--- src/hdl/assert_macros.svh ---
// Assertion macros used by the allocator RTL.
`ifndef ASSERT_MACROS_SVH
`define ASSERT_MACROS_SVH

// Condition that holds at every edge outside reset.
`define ASSERT_ALWAYS(label, clk, rst, cond) \
   label: assert property (@(posedge clk) disable iff (rst) (cond)) \
      else $error("assertion failed");

// Antecedent implies consequent in the same cycle.
`define ASSERT_IMPLY(label, clk, rst, ante, cons) \
   label: assert property (@(posedge clk) disable iff (rst) (ante) |-> (cons)) \
      else $error("assertion failed");

// Antecedent implies consequent in the next cycle.
`define ASSERT_NEXT(label, clk, rst, ante, cons) \
   label: assert property (@(posedge clk) disable iff (rst) (ante) |=> (cons)) \
      else $error("assertion failed");

`endif

--- src/hdl/iba_pkg.sv ---
// Package with the allocator's defaults, opcodes and status codes.
`timescale 1ns / 1ps
package iba_pkg;
   localparam int NUM_BLOCKS_DEFAULT      = 128;
   localparam int NUM_INODES_DEFAULT      = 16;
   localparam int MAX_FILE_BLOCKS_DEFAULT = 8;
   localparam int BLOCK_BYTES_DEFAULT     = 1024;

   localparam logic [1:0] OP_CREATE = 2'd0;
   localparam logic [1:0] OP_DELETE = 2'd1;
   localparam logic [1:0] OP_LOOKUP = 2'd2;

   localparam logic [2:0] ST_OK        = 3'd0;
   localparam logic [2:0] ST_BAD_ARG   = 3'd1;
   localparam logic [2:0] ST_NO_SPACE  = 3'd2;
   localparam logic [2:0] ST_NO_INODE  = 3'd3;
   localparam logic [2:0] ST_NOT_FOUND = 3'd4;
   localparam logic [2:0] ST_RANGE     = 3'd5;
endpackage

--- src/hdl/iba_ram.sv ---
// Generic single-port-write, single-port-read RAM with registered read data.
`timescale 1ns / 1ps
module iba_ram #(
   parameter int WIDTH = 8,
   parameter int DEPTH = 16
) (
   input  logic                     clock,
   input  logic                     wr_en,
   input  logic [$clog2(DEPTH)-1:0] wr_addr,
   input  logic [WIDTH-1:0]         wr_data,
   input  logic [$clog2(DEPTH)-1:0] rd_addr,
   output logic [WIDTH-1:0]         rd_data
);
   logic [WIDTH-1:0] mem [DEPTH];

   always_ff @(posedge clock) begin
      if (wr_en) begin
         mem[wr_addr] <= wr_data;
      end
      rd_data <= mem[rd_addr];
   end
endmodule

--- src/hdl/inode_block_allocator_core.sv ---
// Top level of the inode and block allocator.
`timescale 1ns / 1ps
`include "assert_macros.svh"
// One command is taken when start is high and busy is low; exactly one
// response follows as a one-cycle rsp_valid strobe that the receiver cannot
// stall. After reset the block map RAM is cleared one block per cycle, and busy
// stays high until the clear is done and the first command can be taken. A delete
// does one pointer RAM read and one map clear per block; a create scans the block
// map one block per cycle from block 1 until enough free blocks are found or the
// last block is scanned, then writes one pointer per cycle. Block pointers and the
// block map live in RAMs; inode names, sizes and used bits are flops.
module inode_block_allocator_core #(
   parameter int NUM_BLOCKS      = iba_pkg::NUM_BLOCKS_DEFAULT,
   parameter int NUM_INODES      = iba_pkg::NUM_INODES_DEFAULT,
   parameter int MAX_FILE_BLOCKS = iba_pkg::MAX_FILE_BLOCKS_DEFAULT,
   parameter int BLOCK_BYTES     = iba_pkg::BLOCK_BYTES_DEFAULT
) (
   input  logic        clock,
   input  logic        reset,
   input  logic        start,
   output logic        busy,
   input  logic [1:0]  req_opcode,
   input  logic [63:0] req_file_name,
   input  logic [3:0]  req_size_blocks,
   input  logic [2:0]  req_block_index,
   output logic        rsp_valid,
   output logic [2:0]  rsp_status,
   output logic [3:0]  rsp_inode_index,
   output logic [6:0]  rsp_block_address,
   output logic [16:0] rsp_byte_offset
);
   localparam int BW = $clog2(NUM_BLOCKS);
   localparam int SW = (NUM_INODES > 1) ? $clog2(NUM_INODES) : 1;
   localparam int IW = (MAX_FILE_BLOCKS > 1) ? $clog2(MAX_FILE_BLOCKS) : 1;
   localparam int CW = $clog2(MAX_FILE_BLOCKS + 1);
   localparam int PDEPTH = NUM_INODES * MAX_FILE_BLOCKS;
   localparam int AW = $clog2(PDEPTH);

   localparam logic [3:0] S_IDLE    = 4'd0;
   localparam logic [3:0] S_DECODE  = 4'd1;
   localparam logic [3:0] S_SCAN    = 4'd2;
   localparam logic [3:0] S_ALLOC   = 4'd3;
   localparam logic [3:0] S_COMMIT  = 4'd4;
   localparam logic [3:0] S_DEL_RD  = 4'd5;
   localparam logic [3:0] S_DEL_WR  = 4'd6;
   localparam logic [3:0] S_LK_WAIT = 4'd7;
   localparam logic [3:0] S_CLEAR   = 4'd8;

   logic [3:0]  state_ff, state_in;
   logic [1:0]  op_ff;
   logic [63:0] name_ff;
   logic [3:0]  size_ff;
   logic [2:0]  bidx_ff;
   logic [NUM_INODES-1:0] used_ff, used_in;
   logic [63:0] iname_ff [NUM_INODES];
   logic [3:0]  isize_ff [NUM_INODES];
   logic [BW-1:0] picks_ff [MAX_FILE_BLOCKS];
   logic [BW-1:0] cursor_ff, cursor_in;
   logic [CW-1:0] got_ff, got_in;
   logic [CW-1:0] k_ff, k_in;
   logic [SW-1:0] slot_ff, slot_in;
   logic          rsp_valid_ff, rsp_valid_in;
   logic [2:0]    status_ff, status_in;
   logic [3:0]    inode_ff, inode_in;
   logic [6:0]    addr_ff, addr_in;
   logic [16:0]   offs_ff, offs_in;

   logic [63:0]   canon;
   logic          stop;
   logic          match_found, free_found;
   logic [SW-1:0] match_idx, free_idx;
   logic          pick_en, inode_wr;
   logic          ram_we;
   logic [AW-1:0] ram_waddr, ram_raddr;
   logic [BW-1:0] ram_wdata, ram_rdata;
   logic          map_we, map_wdata, map_rdata;
   logic [BW-1:0] map_waddr, map_raddr;
   logic [31:0]   ptr32;

   // Bytes after the first zero byte are dropped before the name is stored.
   always_comb begin
      canon = '0;
      stop  = 1'b0;
      for (int b = 0; b < 8; b++) begin
         if (req_file_name[8*b +: 8] == 8'd0) begin
            stop = 1'b1;
         end
         if (!stop) begin
            canon[8*b +: 8] = req_file_name[8*b +: 8];
         end
      end
   end

   always_comb begin
      match_found = 1'b0;
      match_idx   = '0;
      free_found  = 1'b0;
      free_idx    = '0;
      for (int i = NUM_INODES - 1; i >= 0; i--) begin
         if (used_ff[i] && iname_ff[i] == name_ff) begin
            match_found = 1'b1;
            match_idx   = SW'(i);
         end
         if (!used_ff[i]) begin
            free_found = 1'b1;
            free_idx   = SW'(i);
         end
      end
   end

   assign ptr32 = 32'(ram_rdata);

   always_comb begin
      state_in     = state_ff;
      used_in      = used_ff;
      cursor_in    = cursor_ff;
      got_in       = got_ff;
      k_in         = k_ff;
      slot_in      = slot_ff;
      rsp_valid_in = 1'b0;
      status_in    = status_ff;
      inode_in     = inode_ff;
      addr_in      = addr_ff;
      offs_in      = offs_ff;
      pick_en      = 1'b0;
      inode_wr     = 1'b0;
      ram_we       = 1'b0;
      ram_waddr    = AW'(slot_ff) * AW'(MAX_FILE_BLOCKS) + AW'(k_ff);
      ram_wdata    = picks_ff[k_ff[IW-1:0]];
      ram_raddr    = AW'(slot_ff) * AW'(MAX_FILE_BLOCKS) + AW'(k_ff);
      map_we       = 1'b0;
      map_waddr    = cursor_ff;
      map_wdata    = 1'b0;
      map_raddr    = cursor_ff + BW'(1);
      case (state_ff)
         S_CLEAR: begin
            map_we    = 1'b1;
            cursor_in = cursor_ff + BW'(1);
            if (32'(cursor_ff) == NUM_BLOCKS - 1) begin
               state_in = S_IDLE;
            end
         end
         S_IDLE: begin
            if (start) begin
               state_in = S_DECODE;
            end
         end
         S_DECODE: begin
            status_in = iba_pkg::ST_OK;
            inode_in  = '0;
            addr_in   = '0;
            offs_in   = '0;
            ram_raddr = AW'(match_idx) * AW'(MAX_FILE_BLOCKS) + AW'(bidx_ff);
            slot_in   = match_idx;
            k_in      = '0;
            case (op_ff)
               iba_pkg::OP_CREATE: begin
                  if (size_ff == 4'd0 || 32'(size_ff) > MAX_FILE_BLOCKS ||
                      name_ff == 64'd0) begin
                     status_in    = iba_pkg::ST_BAD_ARG;
                     rsp_valid_in = 1'b1;
                     state_in     = S_IDLE;
                  end else begin
                     // The map read for block 1 goes out now and returns in the
                     // first scan cycle.
                     map_raddr = BW'(1);
                     cursor_in = BW'(1);
                     got_in    = '0;
                     state_in  = S_SCAN;
                  end
               end
               iba_pkg::OP_DELETE: begin
                  if (!match_found) begin
                     status_in    = iba_pkg::ST_NOT_FOUND;
                     rsp_valid_in = 1'b1;
                     state_in     = S_IDLE;
                  end else begin
                     state_in = S_DEL_RD;
                  end
               end
               iba_pkg::OP_LOOKUP: begin
                  if (!match_found) begin
                     status_in    = iba_pkg::ST_NOT_FOUND;
                     rsp_valid_in = 1'b1;
                     state_in     = S_IDLE;
                  end else if (4'(bidx_ff) >= isize_ff[match_idx] ||
                               32'(bidx_ff) >= MAX_FILE_BLOCKS) begin
                     status_in    = iba_pkg::ST_RANGE;
                     rsp_valid_in = 1'b1;
                     state_in     = S_IDLE;
                  end else begin
                     state_in = S_LK_WAIT;
                  end
               end
               default: begin
                  status_in    = iba_pkg::ST_BAD_ARG;
                  rsp_valid_in = 1'b1;
                  state_in     = S_IDLE;
               end
            endcase
         end
         S_SCAN: begin
            // The map data here belongs to cursor_ff; the next block is read.
            if (!map_rdata) begin
               pick_en = 1'b1;
               got_in  = got_ff + CW'(1);
            end
            cursor_in = cursor_ff + BW'(1);
            if (32'(got_in) == 32'(size_ff) || 32'(cursor_ff) == NUM_BLOCKS - 1) begin
               state_in = S_ALLOC;
            end
         end
         S_ALLOC: begin
            if (32'(got_ff) < 32'(size_ff)) begin
               status_in    = iba_pkg::ST_NO_SPACE;
               rsp_valid_in = 1'b1;
               state_in     = S_IDLE;
            end else if (!free_found) begin
               status_in    = iba_pkg::ST_NO_INODE;
               rsp_valid_in = 1'b1;
               state_in     = S_IDLE;
            end else begin
               inode_wr          = 1'b1;
               used_in[free_idx] = 1'b1;
               slot_in           = free_idx;
               k_in              = '0;
               state_in          = S_COMMIT;
            end
         end
         S_COMMIT: begin
            ram_we    = 1'b1;
            map_we    = 1'b1;
            map_waddr = picks_ff[k_ff[IW-1:0]];
            map_wdata = 1'b1;
            k_in      = k_ff + CW'(1);
            if (32'(k_ff) + 1 == 32'(size_ff)) begin
               inode_in     = 4'(32'(slot_ff));
               rsp_valid_in = 1'b1;
               state_in     = S_IDLE;
            end
         end
         S_DEL_RD: begin
            state_in = S_DEL_WR;
         end
         S_DEL_WR: begin
            map_we    = 1'b1;
            map_waddr = ram_rdata;
            map_wdata = 1'b0;
            k_in      = k_ff + CW'(1);
            if (32'(k_ff) + 1 >= 32'(isize_ff[slot_ff])) begin
               used_in[slot_ff] = 1'b0;
               inode_in         = 4'(32'(slot_ff));
               rsp_valid_in     = 1'b1;
               state_in         = S_IDLE;
            end else begin
               state_in = S_DEL_RD;
            end
         end
         S_LK_WAIT: begin
            inode_in     = 4'(32'(slot_ff));
            addr_in      = ptr32[6:0];
            offs_in      = 17'(ptr32 * 32'(BLOCK_BYTES));
            rsp_valid_in = 1'b1;
            state_in     = S_IDLE;
         end
         default: begin
            state_in = S_IDLE;
         end
      endcase
   end

   always_ff @(posedge clock) begin
      if (reset) begin
         state_ff     <= S_CLEAR;
         cursor_ff    <= '0;
         used_ff      <= '0;
         rsp_valid_ff <= 1'b0;
      end else begin
         state_ff     <= state_in;
         cursor_ff    <= cursor_in;
         used_ff      <= used_in;
         rsp_valid_ff <= rsp_valid_in;
      end
   end

   always_ff @(posedge clock) begin
      if (state_ff == S_IDLE && start) begin
         op_ff   <= req_opcode;
         name_ff <= canon;
         size_ff <= req_size_blocks;
         bidx_ff <= req_block_index;
      end
      if (pick_en) begin
         picks_ff[got_ff[IW-1:0]] <= cursor_ff;
      end
      if (inode_wr) begin
         iname_ff[free_idx] <= name_ff;
         isize_ff[free_idx] <= size_ff;
      end
      got_ff    <= got_in;
      k_ff      <= k_in;
      slot_ff   <= slot_in;
      status_ff <= status_in;
      inode_ff  <= inode_in;
      addr_ff   <= addr_in;
      offs_ff   <= offs_in;
   end

   iba_ram #(
      .WIDTH(BW),
      .DEPTH(PDEPTH)
   ) u_ptr_ram (
      .clock  (clock),
      .wr_en  (ram_we),
      .wr_addr(ram_waddr),
      .wr_data(ram_wdata),
      .rd_addr(ram_raddr),
      .rd_data(ram_rdata)
   );

   iba_ram #(
      .WIDTH(1),
      .DEPTH(NUM_BLOCKS)
   ) u_map_ram (
      .clock  (clock),
      .wr_en  (map_we),
      .wr_addr(map_waddr),
      .wr_data(map_wdata),
      .rd_addr(map_raddr),
      .rd_data(map_rdata)
   );

   assign busy              = (state_ff != S_IDLE);
   assign rsp_valid         = rsp_valid_ff;
   assign rsp_status        = status_ff;
   assign rsp_inode_index   = inode_ff;
   assign rsp_block_address = addr_ff;
   assign rsp_byte_offset   = offs_ff;

   // A response always returns the block to idle and lasts a single cycle.
   `ASSERT_IMPLY(a_rsp_idle, clock, reset, rsp_valid, !busy)
   `ASSERT_NEXT(a_rsp_one_cycle, clock, reset, rsp_valid, !rsp_valid)
   // Block 0 is reserved and is never marked as taken.
   `ASSERT_IMPLY(a_block0_free, clock, reset, map_we && map_wdata, map_waddr != '0)
   // The scan never collects more blocks than were requested.
   `ASSERT_IMPLY(a_scan_bound, clock, reset, state_ff == S_SCAN,
      32'(got_ff) < 32'(size_ff))
endmodule
--- config.mk ---
export PLATFORM = sky130hd
export DESIGN_NAME = inode_block_allocator_core
export DESIGN_NICKNAME = d
export VERILOG_FILES = /design/src/hdl/iba_pkg.sv /design/src/hdl/iba_ram.sv /design/src/hdl/inode_block_allocator_core.sv
export VERILOG_INCLUDE_DIRS = /design/src /design/src/hdl
export SDC_FILE = /design/constraint.sdc
export NUM_CORES = 2
export LEC_CHECK = 0
export BUFFER_PORTS_ARGS = -buffer_cell sky130_fd_sc_hd__buf_2
export CORE_MARGIN = 3
export CORE_UTILIZATION = 54
export CTS_BUF_LIST = sky130_fd_sc_hd__clkbuf_4 sky130_fd_sc_hd__clkbuf_8
export CTS_CLUSTER_DIAMETER = 120
export DETAILED_ROUTE_END_ITERATION = 6
export GPL_TIMING_DRIVEN = 1
export PLACE_DENSITY = 0.7
export REMOVE_ABC_BUFFERS = 1
export SLEW_MARGIN = 25
export SYNTH_ARGS = -nofsm -noshare
export SYNTH_HDL_FRONTEND = slang
export SYNTH_HIERARCHICAL = 1
export SYNTH_SLANG_ARGS = --single-unit
--- constraint.sdc ---
create_clock -name clock -period 6.8 [get_ports clock]
set_input_delay 1.02 -clock clock [delete_from_list [all_inputs] [get_ports clock]]
set_output_delay 1.02 -clock clock [all_outputs]
set_load 0.01 [all_outputs]
==> flow_metrics.tcl <==
set metrics [dict create \
    numPortBuffers 98 \
    regToRegSetupSlack_ns 0.20 \
    start_util_pct 54.5 \
    arrival_ns 7.60 \
    ant_nets 0 \
    grt_pass1_vias 60600 \
    grt_max_degree 137 \
    drt-initial-drc-count 8833 \
    syn_to_final_growth_pct 12.4 \
    dieArea_um2 191000 \
    grt_antenna_before_repair 15 \
    first_pass_iters 6 \
    cpPeakStageDelay_ns 1.01 \
    post_drt_wl_per_cell_um 32.2 \
    place_congestion 0.994 \
    cp.required_ns 7.80 \
    synth_top_area_cell "edfxtp_1" \
    path_cells "buf_4 > xor2_1 > nor4b_1 > nand4_1 > nor4_1 > buf_4 > nand4_1 > nand4_1 > and3_1 > buf_4 > mux2i_1 > mux2i_1 > mux2i_1 > mux2i_1 > ha_1 > nand2b_1 > a21o_1 > a21oi_1 > buf_4 > nor4_1 > a22o_1 > or3_4 > o21ai_2" \
    rows 157 \
    drive_above_1_share_pct 19.9 \
    min_path_type "in2reg" \
    ys_ff_latch 2310 \
    worstSetupStartpointType "flop" \
    synth_edf_count 2267 \
    met1_usage_pct 46.3 \
    track_usage_pct 32.0 \
    path_max_fanout 17 \
    leakage_nw 36.0 \
    relSlewSlack_pct 21.4 \
    path_buf_inv 4 \
    yosysWarnings 6 \
    timing.rr.start "name_ff[28]$_SDFFCE_PP0P_" \
    hpwlAfterDp_mm 202 \
    htreeDepth 5 \
    netlist.area_leader.share_pct 67.9 \
    crit_path_end_kind "flop" \
    numCtsBuffers 388 \
    grt_pass1_wl_mm 437 \
    cts_resized 0 \
    busiest_layer "met2" \
    avgSynthCellArea_um2 16.0 \
    wl_mm 307 \
    clk_pin_slew_ns 0.06 \
    async_flop_share_pct 0 \
    use_met2_pct 47.2 \
    maxSlewViolCount 0 \
    cpMaxStageDelayCell "edfxtp_1" \
    hp-start "req_size_blocks[0]" \
    instances_no_fill 9530 \
    worst_pin_slew_ns 1.16 \
    path_delay_family "simple AND/OR/NAND/NOR gates" \
    setup_slack_ns 0.203 \
    max_freq_mhz 152 \
    synth_commonest_cells "edfxtp_1 (2,267), xnor2_1 (466), nor2_1 (383), mux4_2 (354), nand2b_1 (348)" \
    yosysMostFrequentCell "edfxtp_1" \
    final.setup_skew_ns 0.0965 \
    finalSetupViolCount 0 \
    whs_ns 0.136 \
    status "completed" \
    irDropWorstVdd_mv 0.185 \
    clk_latency_ns 1.11 \
    regToRegEndpoint "state_ff[1]$_SDFFE_PP0P_" \
    synth_cell_type_count 88 \
    routed_via_density 6.45 \
    core_area_um2 184000 \
    maxCapViolCount 0 \
    hold_depth 1 \
    rr_worst_depth 23 \
    min_period_over_period_pct 97.0 \
    drcViolationCount 0 \
    vias 61500 \
    grt_util_met3_pct 7.23 \
    ys_top_cells_by_area "edfxtp_1 (68%), mux4_2 (8.0%), xnor2_1 (4.1%)" \
    hold_path_end "size_ff[0]$_DFFE_PP_" \
    synth_top_flop_cell "edfxtp_1" \
    rsz0062_at_grt "no" \
    finalSetupTns_ns 0 \
    root_buffer "clkbuf_8" \
    place_inst 8842 \
    grt.overflow.total 0 \
    fin_area_um2 113000 \
    cts_buffer_depth 4 \
    clock_sinks 2310 \
    fin_crit_ns 6.60 \
    p_per_area_nw_per_um2 245 \
    hold_violations 0 \
    die_h_um 437 \
    criticalPathCategory "reg2reg" \
    dp_slack_ns 0.449 \
    ios 109 \
    die_x_um 437 \
    cts_tree "built" \
    netlist_area_um2 100000 \
    seq_area_frac_synth_pct 68.7 \
    netlist_instances 6283 \
    place_area_um2 105000 \
    layout.nets 6861 \
]
-- worst max-delay path by stage --
stage | startpoint | to | slack (ns) | cells past startpoint
global placement | name_ff[28]$_SDFFCE_PP0P_ | rsp_status[2]$_SDFFCE_PP0P_ | 0.43 | 25
global route | name_ff[25]$_SDFFCE_PP0P_ | rsp_status[2]$_SDFFCE_PP0P_ | 0.03 | 23
detailed placement | name_ff[28]$_SDFFCE_PP0P_ | state_ff[2]$_SDFFE_PP0P_ | 0.45 | 23
floorplan | state_ff[3]$_SDFFE_PP1P_ | u_ptr_ram/rd_data[0]$_DFF_P_ | -24.70 | 8
finish | name_ff[28]$_SDFFCE_PP0P_ | state_ff[1]$_SDFFE_PP0P_ | 0.20 | 23
CTS | name_ff[28]$_SDFFCE_PP0P_ | state_ff[2]$_SDFFE_PP0P_ | 0.44 | 23
-- flip-flops by register name, indices dropped and copies added, names as in the netlist, named ones only --
register,count
iname_ff,1024
u_map_ram/mem,128
bidx_ff,3
k_ff,4
slot_ff,4
u_ptr_ram/rd_data,7
name_ff,64
used_ff,16
rsp_valid,1
isize_ff,64
size_ff,4
state_ff,4
rsp_inode_index,4
op_ff,2
rsp_status,3
u_ptr_ram/mem,896
rsp_block_address,7
u_map_ram/rd_data,1
picks_ff,56
got_ff,4
cursor_ff,7
-- timing repair --
item | CTS | global route
buffers inserted | 0 | 0
hold buffers | 2 | 0
hold endpoints to repair | 2 | 0
-- power by group --
| part | switching (mW) | total (mW) | internal (mW) | leakage (nW) |
|---|---|---|---|---|
| Combinational | 0.131 | 0.223 | 0.0911 | 11.2 |
| Clock | 5.52 | 12.0 | 6.51 | 3.93 |
| Sequential | 0.0117 | 15.4 | 15.4 | 20.8 |
-- placed cells by master (no fill, tap or decap), types with 27 or more instances in the layout --
master	netlist	final
a21oi_1	44	44
and2_1	65	65
buf_12	0	50
buf_2	119	98
buf_4	55	226
clkbuf_4	0	122
clkbuf_8	0	400
clkinv_1	2	86
clkinv_2	0	50
dfxtp_1	43	43
edfxtp_1	2267	2267
inv_1	140	125
mux2i_1	58	58
mux4_2	354	354
nand2_1	201	198
nand2b_1	348	347
nand3_1	124	124
nand4_1	298	298
nor2_1	383	380
nor2b_1	101	100
nor3_1	76	68
nor4_1	230	228
o2111ai_1	54	54
o21ai_0	44	42
o22ai_1	27	27
or4_1	33	33
xnor2_1	466	466
xor2_1	299	299
-- metal layers --
layer  vias to the layer above  routed length (um)
met1                     31400              123000
met2                      3991              136000
met3                       719               34100
li1                      25400                   -
met5                         -                   0
met4                         0               13200
-- cell families after synthesis --
group | after synthesis | share of synthesized area, %
flops | 2310 | 68.7
simple gates | 1998 | 11.1
xor+xnor | 765 | 6.68
buf+inv | 437 | 2.02
mux | 436 | 8.90
compound gates | 321 | 2.38
fa+ha+maj | 15 | 0.187
other cells | 1 | 0.00374
-- final cells by class --
| class | count | area, um^2 |
|---|---|---|
| fillers | 13700 | 71100 |
| flip-flops and latches | 2310 | 68900 |
| multi-input cells | 3545 | 29500 |
| clock buffers | 522 | 6420 |
| repair buffers | 381 | 3280 |
| well taps | 2464 | 3080 |
| clock inverters | 152 | 961 |
| inverters | 144 | 544 |
| diodes | 12 | 30.0 |
-- stage by stage --
| stage | util (%) | power, mW |
|---|---|---|
| global placement | 57.2 | 15.9 |
| finish | 61.3 | 27.7 |
| floorplan | - | 15.8 |
| CTS | 61.3 | 27.8 |
| detailed placement | 57.3 | 15.9 |
| global route | 61.3 | 28.5 |
No activity file was read; power rests on OpenSTA's default activity.
